===== src/design/slot_allocator_active_list_macros.svh =====
// ----------------------------------------------------------------------------
// slot allocator assertion macros
// shared property shorthands for the slot allocator checks
// ----------------------------------------------------------------------------
`ifndef SLOT_ALLOCATOR_ACTIVE_LIST_MACROS_SVH
`define SLOT_ALLOCATOR_ACTIVE_LIST_MACROS_SVH

// same-cycle implication, checked outside reset
`define SAR_ASSERT_NOW(lbl, ante, cons, msg) \
  lbl: assert property (@(posedge clk) disable iff (rst) (ante) |-> (cons)) else $error(msg);

// next-cycle implication, checked outside reset
`define SAR_ASSERT_NEXT(lbl, ante, cons, msg) \
  lbl: assert property (@(posedge clk) disable iff (rst) (ante) |=> (cons)) else $error(msg);

`endif


===== src/design/sar_pkg.sv =====
// ----------------------------------------------------------------------------
// sar_pkg
// types and constants shared by the slot allocator modules
// ----------------------------------------------------------------------------
package sar_pkg;

  localparam int POOL_SLOTS = 64;
  localparam int SLOT_W     = $clog2(POOL_SLOTS);
  localparam int LINK_W     = SLOT_W + 1;
  localparam int CFG_W      = 7;

  localparam logic [LINK_W-1:0] NONE_LINK    = LINK_W'(POOL_SLOTS);
  localparam logic [CFG_W-1:0]  ACTIVE_RESET = CFG_W'(64);

  typedef enum logic [1:0] {
    OP_ALLOC   = 2'd0,
    OP_RELEASE = 2'd1,
    OP_CLEAR   = 2'd2,
    OP_FOLLOW  = 2'd3
  } opcode_t;

  typedef enum logic [1:0] {
    ST_OK       = 2'd0,
    ST_NO_FREE  = 2'd1,
    ST_NOT_USED = 2'd2,
    ST_BEYOND   = 2'd3
  } status_t;

  typedef struct packed {
    opcode_t             opcode;
    logic [SLOT_W-1:0]   slot;
  } item_t;

  typedef struct packed {
    status_t             status;
    logic [SLOT_W-1:0]   granted_slot;
    logic [LINK_W-1:0]   next_link;
    logic [LINK_W-1:0]   head_slot;
    logic [LINK_W-1:0]   in_use_count;
  } result_t;

  // controller to datapath
  typedef struct packed {
    logic    capture;
    logic    clear;
    logic    alloc_commit;
    logic    rel_unlink;
    logic    rel_commit;
    logic    follow_done;
    logic    set_status;
    status_t status_code;
  } dp_cmd_t;

  // datapath to controller
  typedef struct packed {
    opcode_t opcode;
    logic    free_empty;
    logic    slot_beyond;
    logic    slot_idle;
  } dp_status_t;

endpackage


===== src/design/slot_allocator_active_list.sv =====
// from the accepting edge, clear and rejected commands pass through check only, allocate
// and follow add one more state, release adds unlink then relink (two link table passes)
// the next command is taken in the cycle the result is shown; a new command is not
// taken while the last one is still busy
// reset rebuilds the pool at 64 slots through per-entry valid bits
// results are strobed for one cycle on done; the receiver cannot stall
// ----------------------------------------------------------------------------
// slot_allocator_active_list
// slot pool with a free list and a doubly linked in-use list
// ----------------------------------------------------------------------------
`include "slot_allocator_active_list_macros.svh"

module slot_allocator_active_list import sar_pkg::*; (
  input  logic             clk,
  input  logic             rst,
  input  logic             start,
  output logic             busy,
  input  item_t            item,
  output logic             done,
  output result_t          result,
  input  logic             cfg_wr_en,
  input  logic [CFG_W-1:0] cfg_wr_data
);

  dp_cmd_t    cmd;
  dp_status_t stat;

  sar_ctrl u_ctrl (
    .clk   (clk),
    .rst   (rst),
    .start (start),
    .busy  (busy),
    .done  (done),
    .stat  (stat),
    .cmd   (cmd)
  );

  sar_datapath u_datapath (
    .clk         (clk),
    .rst         (rst),
    .item        (item),
    .cmd         (cmd),
    .stat        (stat),
    .result      (result),
    .cfg_wr_en   (cfg_wr_en),
    .cfg_wr_data (cfg_wr_data)
  );

  `SAR_ASSERT_NOW(a_done_idle, done, !busy, "result strobed while busy")
  `SAR_ASSERT_NEXT(a_accept_busy, start && !busy, busy && !done, "transfer not taken")
  `SAR_ASSERT_NOW(a_head_count, done, (result.head_slot == NONE_LINK) == (result.in_use_count == '0), "head and count disagree")
  `SAR_ASSERT_NOW(a_grant_zero, done && (result.status != ST_OK), result.granted_slot == '0, "grant on failed command")

endmodule


===== src/design/sar_ram.sv =====
// ----------------------------------------------------------------------------
// sar_ram
// generic single write port, single read port ram with registered read
// ----------------------------------------------------------------------------
module sar_ram #(
  parameter int WIDTH = 8,
  parameter int DEPTH = 64
) (
  input  logic                     clk,
  input  logic                     we,
  input  logic [$clog2(DEPTH)-1:0] waddr,
  input  logic [WIDTH-1:0]         wdata,
  input  logic [$clog2(DEPTH)-1:0] raddr,
  output logic [WIDTH-1:0]         rdata
);

  logic [WIDTH-1:0] mem [DEPTH];

  always_ff @(posedge clk) begin
    if (we) begin
      mem[waddr] <= wdata;
    end
    rdata <= mem[raddr];
  end

endmodule


===== src/design/sar_datapath.sv =====
// ----------------------------------------------------------------------------
// sar_datapath
// link tables, list heads, counters and result registers of the allocator
// ----------------------------------------------------------------------------
module sar_datapath import sar_pkg::*; (
  input  logic             clk,
  input  logic             rst,
  input  item_t            item,
  input  dp_cmd_t          cmd,
  output dp_status_t       stat,
  output result_t          result,
  input  logic             cfg_wr_en,
  input  logic [CFG_W-1:0] cfg_wr_data
);

  logic [CFG_W-1:0]      active_slots;
  logic [LINK_W-1:0]     applied;
  logic [LINK_W-1:0]     applied_next;
  logic [LINK_W-1:0]     free_head;
  logic [LINK_W-1:0]     used_head;
  logic [LINK_W-1:0]     used_count;
  logic [POOL_SLOTS-1:0] in_use;
  logic [POOL_SLOTS-1:0] next_vld;
  logic [POOL_SLOTS-1:0] prev_vld;

  opcode_t               op_r;
  logic [SLOT_W-1:0]     slot_r;
  status_t               status_r;
  logic [SLOT_W-1:0]     granted_r;
  logic [LINK_W-1:0]     link_r;

  logic [SLOT_W-1:0]     raddr;
  logic [SLOT_W-1:0]     rd_addr_q;
  logic                  next_vld_q;
  logic                  prev_vld_q;
  logic [LINK_W-1:0]     next_q;
  logic [LINK_W-1:0]     prev_q;
  logic [LINK_W-1:0]     succ;
  logic [LINK_W-1:0]     next_val;
  logic [LINK_W-1:0]     prev_val;

  logic                  next_we;
  logic [SLOT_W-1:0]     next_waddr;
  logic [LINK_W-1:0]     next_wdata;
  logic                  prev_we;
  logic [SLOT_W-1:0]     prev_waddr;
  logic [LINK_W-1:0]     prev_wdata;
  logic                  prev_inval;
  logic [SLOT_W-1:0]     prev_inval_addr;

  // clamp of the configured slot count
  always_comb begin
    if (active_slots == '0) begin
      applied_next = LINK_W'(1);
    end else if (int'(active_slots) > POOL_SLOTS) begin
      applied_next = NONE_LINK;
    end else begin
      applied_next = LINK_W'(active_slots);
    end
  end

  assign raddr = (op_r == OP_ALLOC) ? free_head[SLOT_W-1:0] : slot_r;

  // entries never written since clear read as the rebuilt chain
  assign succ     = {1'b0, rd_addr_q} + LINK_W'(1);
  assign next_val = next_vld_q ? next_q : ((succ < applied) ? succ : NONE_LINK);
  assign prev_val = prev_vld_q ? prev_q : NONE_LINK;

  always_comb begin
    next_we         = 1'b0;
    next_waddr      = slot_r;
    next_wdata      = free_head;
    prev_we         = 1'b0;
    prev_waddr      = used_head[SLOT_W-1:0];
    prev_wdata      = free_head;
    prev_inval      = 1'b0;
    prev_inval_addr = slot_r;
    if (cmd.alloc_commit) begin
      next_we         = 1'b1;
      next_waddr      = free_head[SLOT_W-1:0];
      next_wdata      = used_head;
      prev_we         = !used_head[SLOT_W];
      prev_waddr      = used_head[SLOT_W-1:0];
      prev_wdata      = free_head;
      prev_inval      = 1'b1;
      prev_inval_addr = free_head[SLOT_W-1:0];
    end else if (cmd.rel_unlink) begin
      next_we    = !prev_val[SLOT_W];
      next_waddr = prev_val[SLOT_W-1:0];
      next_wdata = next_val;
      prev_we    = !next_val[SLOT_W];
      prev_waddr = next_val[SLOT_W-1:0];
      prev_wdata = prev_val;
    end else if (cmd.rel_commit) begin
      next_we         = 1'b1;
      next_waddr      = slot_r;
      next_wdata      = free_head;
      prev_inval      = 1'b1;
      prev_inval_addr = slot_r;
    end
  end

  sar_ram #(.WIDTH(LINK_W), .DEPTH(POOL_SLOTS)) u_next_ram (
    .clk   (clk),
    .we    (next_we),
    .waddr (next_waddr),
    .wdata (next_wdata),
    .raddr (raddr),
    .rdata (next_q)
  );

  sar_ram #(.WIDTH(LINK_W), .DEPTH(POOL_SLOTS)) u_prev_ram (
    .clk   (clk),
    .we    (prev_we),
    .waddr (prev_waddr),
    .wdata (prev_wdata),
    .raddr (raddr),
    .rdata (prev_q)
  );

  always_ff @(posedge clk) begin
    if (rst) begin
      active_slots <= ACTIVE_RESET;
      applied      <= NONE_LINK;
      free_head    <= '0;
      used_head    <= NONE_LINK;
      used_count   <= '0;
      in_use       <= '0;
      next_vld     <= '0;
      prev_vld     <= '0;
    end else begin
      if (cfg_wr_en) begin
        active_slots <= cfg_wr_data;
      end
      if (cmd.clear) begin
        applied    <= applied_next;
        free_head  <= '0;
        used_head  <= NONE_LINK;
        used_count <= '0;
        in_use     <= '0;
        next_vld   <= '0;
        prev_vld   <= '0;
      end
      if (cmd.alloc_commit) begin
        free_head                      <= next_val;
        used_head                      <= free_head;
        in_use[free_head[SLOT_W-1:0]] <= 1'b1;
        used_count                     <= used_count + LINK_W'(1);
      end
      if (cmd.rel_unlink && (used_head == {1'b0, slot_r})) begin
        used_head <= next_val;
      end
      if (cmd.rel_commit) begin
        free_head      <= {1'b0, slot_r};
        in_use[slot_r] <= 1'b0;
        if (used_count != '0) begin
          used_count <= used_count - LINK_W'(1);
        end
      end
      if (next_we) begin
        next_vld[next_waddr] <= 1'b1;
      end
      if (prev_we) begin
        prev_vld[prev_waddr] <= 1'b1;
      end
      if (prev_inval) begin
        prev_vld[prev_inval_addr] <= 1'b0;
      end
    end
  end

  always_ff @(posedge clk) begin
    rd_addr_q  <= raddr;
    next_vld_q <= next_vld[raddr];
    prev_vld_q <= prev_vld[raddr];
    if (cmd.capture) begin
      op_r      <= item.opcode;
      slot_r    <= item.slot;
      status_r  <= ST_OK;
      granted_r <= '0;
      link_r    <= NONE_LINK;
    end
    if (cmd.set_status) begin
      status_r <= cmd.status_code;
    end
    if (cmd.alloc_commit) begin
      granted_r <= free_head[SLOT_W-1:0];
    end
    if (cmd.follow_done) begin
      link_r <= next_val;
    end
  end

  assign stat.opcode      = op_r;
  assign stat.free_empty  = free_head[SLOT_W];
  assign stat.slot_beyond = ({1'b0, slot_r} >= applied);
  assign stat.slot_idle   = !in_use[slot_r];

  assign result.status       = status_r;
  assign result.granted_slot = granted_r;
  assign result.next_link    = link_r;
  assign result.head_slot    = used_head;
  assign result.in_use_count = used_count;

endmodule


===== src/design/sar_ctrl.sv =====
// ----------------------------------------------------------------------------
// sar_ctrl
// sequencer for allocate, release, clear and follow commands
// ----------------------------------------------------------------------------
module sar_ctrl import sar_pkg::*; (
  input  logic       clk,
  input  logic       rst,
  input  logic       start,
  output logic       busy,
  output logic       done,
  input  dp_status_t stat,
  output dp_cmd_t    cmd
);

  typedef enum logic [2:0] {
    S_IDLE,
    S_CHECK,
    S_ALLOC,
    S_UNLINK,
    S_RELINK,
    S_FOLLOW
  } state_t;

  state_t state;
  logic   slot_bad;

  assign slot_bad = stat.slot_beyond || stat.slot_idle;

  always_comb begin
    cmd             = '0;
    cmd.status_code = ST_OK;
    unique case (state)
      S_IDLE:   cmd.capture = start;
      S_CHECK: begin
        unique case (stat.opcode)
          OP_ALLOC: begin
            cmd.set_status  = stat.free_empty;
            cmd.status_code = ST_NO_FREE;
          end
          OP_CLEAR: cmd.clear = 1'b1;
          OP_RELEASE, OP_FOLLOW: begin
            cmd.set_status  = slot_bad;
            cmd.status_code = stat.slot_beyond ? ST_BEYOND : ST_NOT_USED;
          end
          default: cmd.clear = 1'b0;
        endcase
      end
      S_ALLOC:  cmd.alloc_commit = 1'b1;
      S_UNLINK: cmd.rel_unlink   = 1'b1;
      S_RELINK: cmd.rel_commit   = 1'b1;
      S_FOLLOW: cmd.follow_done  = 1'b1;
      default:  cmd.capture      = 1'b0;
    endcase
  end

  always_ff @(posedge clk) begin
    if (rst) begin
      state <= S_IDLE;
      busy  <= 1'b0;
      done  <= 1'b0;
    end else begin
      done <= 1'b0;
      unique case (state)
        S_IDLE: begin
          if (start) begin
            state <= S_CHECK;
            busy  <= 1'b1;
          end
        end
        S_CHECK: begin
          unique case (stat.opcode)
            OP_ALLOC: begin
              if (stat.free_empty) begin
                state <= S_IDLE;
                busy  <= 1'b0;
                done  <= 1'b1;
              end else begin
                state <= S_ALLOC;
              end
            end
            OP_CLEAR: begin
              state <= S_IDLE;
              busy  <= 1'b0;
              done  <= 1'b1;
            end
            OP_RELEASE, OP_FOLLOW: begin
              if (slot_bad) begin
                state <= S_IDLE;
                busy  <= 1'b0;
                done  <= 1'b1;
              end else if (stat.opcode == OP_FOLLOW) begin
                state <= S_FOLLOW;
              end else begin
                state <= S_UNLINK;
              end
            end
            default: state <= S_IDLE;
          endcase
        end
        S_UNLINK: state <= S_RELINK;
        S_ALLOC, S_RELINK, S_FOLLOW: begin
          state <= S_IDLE;
          busy  <= 1'b0;
          done  <= 1'b1;
        end
        default: begin
          state <= S_IDLE;
          busy  <= 1'b0;
        end
      endcase
    end
  end

endmodule

===== config.mk =====
export PLATFORM = sky130hd
export DESIGN_NAME = slot_allocator_active_list
export DESIGN_NICKNAME = d
export VERILOG_FILES = /design/src/design/sar_pkg.sv /design/src/design/slot_allocator_active_list.sv /design/src/design/sar_ram.sv /design/src/design/sar_datapath.sv /design/src/design/sar_ctrl.sv
export VERILOG_INCLUDE_DIRS = /design/src /design/src/design
export SDC_FILE = /design/constraint.sdc
export NUM_CORES = 2
export LEC_CHECK = 0
export BUFFER_PORTS_ARGS = -buffer_cell sky130_fd_sc_hd__buf_4
export CELL_PAD_IN_SITES_DETAIL_PLACEMENT = 0
export CELL_PAD_IN_SITES_GLOBAL_PLACEMENT = 1
export CORE_UTILIZATION = 45
export DETAILED_ROUTE_END_ITERATION = 8
export HOLD_SLACK_MARGIN = 0.1
export PLACE_DENSITY = 0.66
export SETUP_SLACK_MARGIN = 0.2
export SYNTH_ARGS = -nofsm -noshare
export SYNTH_HDL_FRONTEND = slang
export SYNTH_SLANG_ARGS = --single-unit

===== constraint.sdc =====
create_clock -name clk -period 11.4 [get_ports clk]
set_clock_uncertainty 0.05 [all_clocks]
set_input_delay 1.14 -clock clk [delete_from_list [all_inputs] [get_ports clk]]
set_output_delay 1.14 -clock clk [all_outputs]
set_load 0.02 [all_outputs]

[Yosys cells after proc, flatten, opt, wreduce, memory -nomap -nowiden]
Memories as Yosys holds them, arrays and structs flattened. A register that Yosys moved wholly into a read port is not among the register bits.
Cells that the tools add are included.
Operators by class
  add/sub/neg operators: 3
  magnitude comparators: 14
  eq/ne operators: 12
  muxes and demuxes: 96
  bitwise operators: 8
  reductions and logical operators: 25
Operators with widths (count)
  2-to-1 mux 64 bit: 13
  bitwise OR 64 bit: 3
  2-to-1 mux 7 bit: 20
  bitwise AND 64 bit: 2
  inverter 64 bit: 2
  2-to-1 mux 6 bit: 9
  less-than comparator 6 x 7 -> 1 bit (second input constant): 6
  2-to-1 mux 1 bit: 32
  demux 1 bit (select 6 bit): 5
  >= comparator 6 x 1 -> 1 bit (second input constant): 5
  binary-select mux 1 bit (select 6 bit): 3
  case mux 3 bit (3 select lines): 2
  2-to-1 mux 3 bit: 4
  case mux 1 bit (3 select lines): 3
  nonzero test 2 bit: 4
  adder 6 x 1 -> 7 bit (second input constant): 1
  adder 7 x 1 -> 7 bit (second input constant): 1
  equality test 7 x 6 -> 1 bit: 1
  >= comparator 6 x 7 -> 1 bit: 1
  greater-than comparator 7 bit (second input constant): 1
  zero test 7 bit: 1
  less-than comparator 7 bit: 1
  nonzero test 7 bit: 1
  subtractor 7 x 1 -> 7 bit (second input constant): 1
  20 further kinds: 36
Storage, ports and cells
  register bits after elaboration: 263
  bits in writable memories: 896
  output and inout bits: 31
  word-level logic and storage cells: 180
  memories kept: 2
Memories
  u_datapath.u_next_ram.mem: depth 64, bits a word 7, read ports 1, clocked after Yosys merged registers in 1, wr ports 1, RTL line sar_ram.sv:17  | logic [WIDTH-1:0] mem [DEPTH];
  u_datapath.u_prev_ram.mem: depth 64, bits a word 7, read ports 1, clocked after Yosys merged registers in 1, wr ports 1, RTL line sar_ram.sv:17

[Longest topological paths before layout]
  depth after elaboration: 15
  gate-level depth with buffers: 13
  mapped depth without buffers: 11

[Modules after synthesis]
From an unflattened synthesis, not the netlist that was laid out.
Unflattened totals
  cell total of the unflattened synthesis: 3238
  area, all modules: 48994.5 µm²
By module, submodules not included
  sar_ram: times used 2, cells each 827, area an instance 17635.7 µm²
  sar_datapath: times used 1, cells each 1536, area an instance 13352.8 µm²
  sar_ctrl: times used 1, cells each 48, area an instance 370.4 µm²

[Worst setup path after synthesis]
No wires, ideal clock.
  kind: register to register
  start: reg u_datapath.rd_addr_q[0]
  end: mem u_datapath.u_next_ram.mem[0][0] (netlist bit), data pin
  library setup time: 0.702 ns
  data arrival time: 4.893 ns
  setup slack: 5.755 ns
  stages on the path, launching flop included: 13
  cell sequence: dfxtp_1 ha_1 nand3_1 nor2_1 ha_1 a211o_1 a31oi_1 o21ai_1 o21a_1 buf_6 nor2_1 a21oi_1 o21ai_0
On the way
  word-level cells in the longest chain between the ends: 6
RTL lines
  start, declared: RTL line sar_datapath.sv:33  | logic [SLOT_W-1:0] rd_addr_q;
  start signal, assigned: RTL line sar_datapath.sv:173  | rd_addr_q <= raddr;
  adder 6 x 1 -> 7 bit (*): RTL line sar_datapath.sv:65  | assign succ = {1'b0, rd_addr_q} + LINK_W'(1);
  less-than comparator 7 bit: RTL line sar_datapath.sv:66  | assign next_val = next_vld_q ? next_q : ((succ < applied) ? succ : NONE_LINK);
  2-to-1 mux 7 bit (*) (2 in series): RTL line sar_datapath.sv:66
  2-to-1 mux 7 bit (*): RTL line sar_datapath.sv:87  | end else if (cmd.rel_unlink) begin
  2-to-1 mux 7 bit (*): RTL line sar_datapath.sv:78  | if (cmd.alloc_commit) begin
  net u_datapath.next_wdata[0]: RTL line sar_datapath.sv:44  | logic [LINK_W-1:0] next_wdata;
  end, declared: RTL line sar_ram.sv:17
Mark *: on every way through the listed nets, which the timed path passes. The rest lies on a longest branch.

[Worst setup path in the final report]
  start: reg u_datapath.op_r[0]
  end: reg u_datapath.u_prev_ram.rdata[6] (read register of u_datapath.u_prev_ram.mem)
On the way
  word-level cells in the longest chain between the ends: 2
RTL lines
  start, declared: RTL line sar_datapath.sv:26  | opcode_t op_r;
  start signal, assigned: RTL line sar_datapath.sv:177  | op_r <= item.opcode;
  zero test 2 bit: RTL line sar_datapath.sv:62  | assign raddr = (op_r == OP_ALLOC) ? free_head[SLOT_W-1:0] : slot_r;
  2-to-1 mux 6 bit: RTL line sar_datapath.sv:62
  end, declared: RTL line sar_ram.sv:14  | output logic [WIDTH-1:0] rdata
No other way between the ends.
A chain may end at the register's enable or synchronous reset.

==> impl_metrics.json <==
{
  "status": "complete, but fails checks",
  "violations": "DRC",
  "ctsHoldBuffers": 0,
  "finalHoldViolations": 0,
  "r2r-start": "u_datapath.op_r[0]",
  "pwr-share-comb_pct": 6.6,
  "htreeDepth": 3,
  "p_clk_share_pct": 42.7,
  "finalNetCount": 3161,
  "grt_overflow": 0,
  "p_sw_mw": 2.12,
  "route.detailed.wl_per_inst_um": 29.2,
  "synthSimpleGateAreaFrac_pct": 5.97,
  "ys.flop_type": "edfxtp_1",
  "clock_path_buffers": 3,
  "switching_share_pct": 23.1,
  "grtUsageTotal_pct": 24.8,
  "clkSinkCount": 1173,
  "cp_max_fo": 77,
  "grt_pass1_wl_um": 198000,
  "slowest_delay_ps": 800,
  "drt_first_pass_iters": 9,
  "critPathKind": "reg -> reg",
  "die_h_um": 329,
  "clkSlewWorstSetupHoldPaths_ps": 60,
  "synth-compound-area-share_pct": 11.5,
  "path_delay_family": "buffers and inverters",
  "drv_cap": 0,
  "async_reset_ff_share_pct": 0,
  "placed_cell_area_sq_mm": 0.0500,
  "power_frac_seq_pct": 50.6,
  "setup_viol": 0,
  "synthCells": 3115,
  "crit_buf_inv": 2,
  "cts.repair.resized": 0,
  "place.gp.congestion": 0.866,
  "crit_slowest_cell": "buf_4",
  "p_int_mw": 7.07,
  "worstPathRequired_ps": 11920,
  "antenna_left": 0,
  "grt_max_degree": 122,
  "initial_core_util_pct": 45.6,
  "layout_commonest_cell": "edfxtp_1",
  "min-delay-start": "u_datapath.applied[2]",
  "period_needed_ps": 4850,
  "post-cts-setup-buffers": 0,
  "cts_tree": "built",
  "cts.root.buffer_cell": "clkbuf_16",
  "ys_ff_latch": 1173,
  "synth_fp_nets": 3149,
  "power.leakage_nw": 17.4,
  "end_kind": "flip-flop",
  "final.period_utilization_pct": 42.5,
  "drt_iter0_drc": 3738,
  "synth.mux.area_fraction_pct": 11.7,
  "setup_tns_ps": 0,
  "hp-class": "reg -> reg",
  "antenna_cells": 0,
  "cts_buffers": 118,
  "crit_path_start": "u_datapath.op_r[0]",
  "grt_pass1_vias": 28800,
  "synth_cell_type_count": 87,
  "fin_area_sq_mm": 0.0540,
  "rsz0062_at_grt": "false",
  "routed_wl_um": 135000,
  "core_area_sq_mm": 0.106,
  "via_per_inst": 6.36,
  "relSlewSlack_pct": 16.1,
  "power_density_mw_per_mm2": 170,
  "synth_area_sq_mm": 0.0482,
  "syn2layout_area_growth_pct": 11.9,
  "synth-adder-area-share_pct": 0.389,
  "portBuffers": 49,
  "worstPathArrival_ps": 5370,
  "drive_above_1_share_pct": 18.0,
  "synth_seq_area_share_pct": 67.8,
  "place_inst": 4398,
  "synth_xor_area_share_pct": 0.182,
  "path_common_cell": "buf_4",
  "dp_hpwl_um": 83500,
  "final_cell_mix": "edfxtp_1 (919), nor2_1 (310), dfxtp_1 (254), a22oi_1 (230), mux4_2 (203)",
  "yosysWarnings": 0,
  "die_area_sq_mm": 0.108,
  "num_vias": 29400,
  "ir_drop_mv": 0.124,
  "cp_cell_sequence": "or2_0 -> mux2_8 -> buf_4 -> buf_4 -> mux4_2 -> a22oi_1 -> nand2_1 -> nor2_1 -> nand4_1",
  "fmax_ghz": 0.206,
  "antenna_found_initial": 2,
  "clock_latency_ps": 720,
  "tightest_slew_ps": 1250,
  "drv_slew": 0,
  "die_w_um": 329,
  "synth_top_family_by_area": "multiplexers",
  "synth_edf_count": 919,
  "remaining_drc_errors": 11,
  "start_kind": "flip-flop",
  "syn-mean-instance-area_sq_um": 15.5,
  "num_rows": 119,
  "layoutNonFillerInstCount": 4618,
  "io_pins": 50
}
[synthesized netlist by cell type (all sizes together), types with 9 or more instances]
library cell,number,area [sq um]
a211oi,123,923
a21o,27,203
a21oi,69,345
a221oi,52,455
a22o,10,88.8
a22oi,232,1750
a311oi,17,149
a31oi,20,131
a32oi,58,508
buf,111,644
clkbuf,108,405
dfxtp,254,5080
edfxtp,919,27600
ha,15,188
inv,25,93.8
mux2,9,101
mux2i,97,978
mux4,203,4570
nand2,152,583
nand2b,18,113
nand3,21,105
nand4,17,106
nor2,324,1240
nor3,29,175
nor3b,10,85.1
o21ai,30,150
o31ai,10,80.1
o41ai,21,278
or2,9,56.3
or3b,9,78.8
[cell families (layout without fill, tap and decap cells)]
logic type,after synthesis,after routing
flops,1173,1173
compound gates,725,725
simple gates,636,636
mux,309,309
buf+inv,247,359
fa+ha+maj,15,15
xor+xnor,10,10
[state kept, by name, summed over array words and instances (netlist names), 64 cells and up]
signal                     cells
u_datapath.in_use             64
u_datapath.prev_vld           64
u_datapath.next_vld           64
u_datapath.u_next_ram.mem    448
u_datapath.u_prev_ram.mem    448
[final cells by class]
cell class	instances	area [sq um]
Fill cell	8636	51800
Sequential cell	1173	32700
Multi-Input combinational cell	1695	14600
Clock buffer	137	3080
Tap cell	1391	1740
Clock inverter	83	867
Timing Repair Buffer	111	862
Inverter	28	105
[path summary, 6_finish.rpt]
check | end | slack (ps) | cells past startpoint
max | u_datapath.u_prev_ram.rdata[6] | 6550 | 9
max reg2reg | u_datapath.u_prev_ram.rdata[6] | 6550 | 9
min reg2reg | u_datapath.applied[2] | 450 | 2
min | u_datapath.applied[2] | 450 | 2
[layer usage]
layer	share of wire [%]	global-route usage, %
met5	0.0059	0
met3	7.4	4.12
met4	3.1	8.80
met1	42	35.0
met2	47	38.9
[power by group through the flow]
| stage | combinational [mW] | sequential [mW] | clock [mW] |
|---|---|---|---|
| 5_1_grt | 0.647 | 4.65 | 4.15 |
| 6_report | 0.611 | 4.65 | 3.93 |
| 2_1_floorplan | 0.416 | 4.72 | 0 |
| 3_3_place_gp | 0.601 | 4.74 | 0 |
| 4_1_cts | 0.611 | 4.65 | 3.99 |
| 3_5_place_dp | 0.609 | 4.74 | 0 |
[metrics by stage]
step / hold WS [ps] / setup WS [ps] / utilization [%] / power [mW]
detailed placement: 433 / 6590 / 47.3 / 5.35
finish: 445 / 6550 / 51.0 / 9.19
floorplan: 404 / 5760 / - / 5.13
global placement: 423 / 6670 / 47.3 / 5.34
global route: 464 / 6290 / 51.0 / 9.45
CTS: 449 / 6570 / 51.0 / 9.26
[tightest hold or removal path: cells and delay by family, from the launching register on]
kind	cells	cell delay (ps)
AOI/OAI and AO/OA	1	60
and+or+nand+nor	1	80
DFF	1	320
Power figures use the tool's default switching activity.
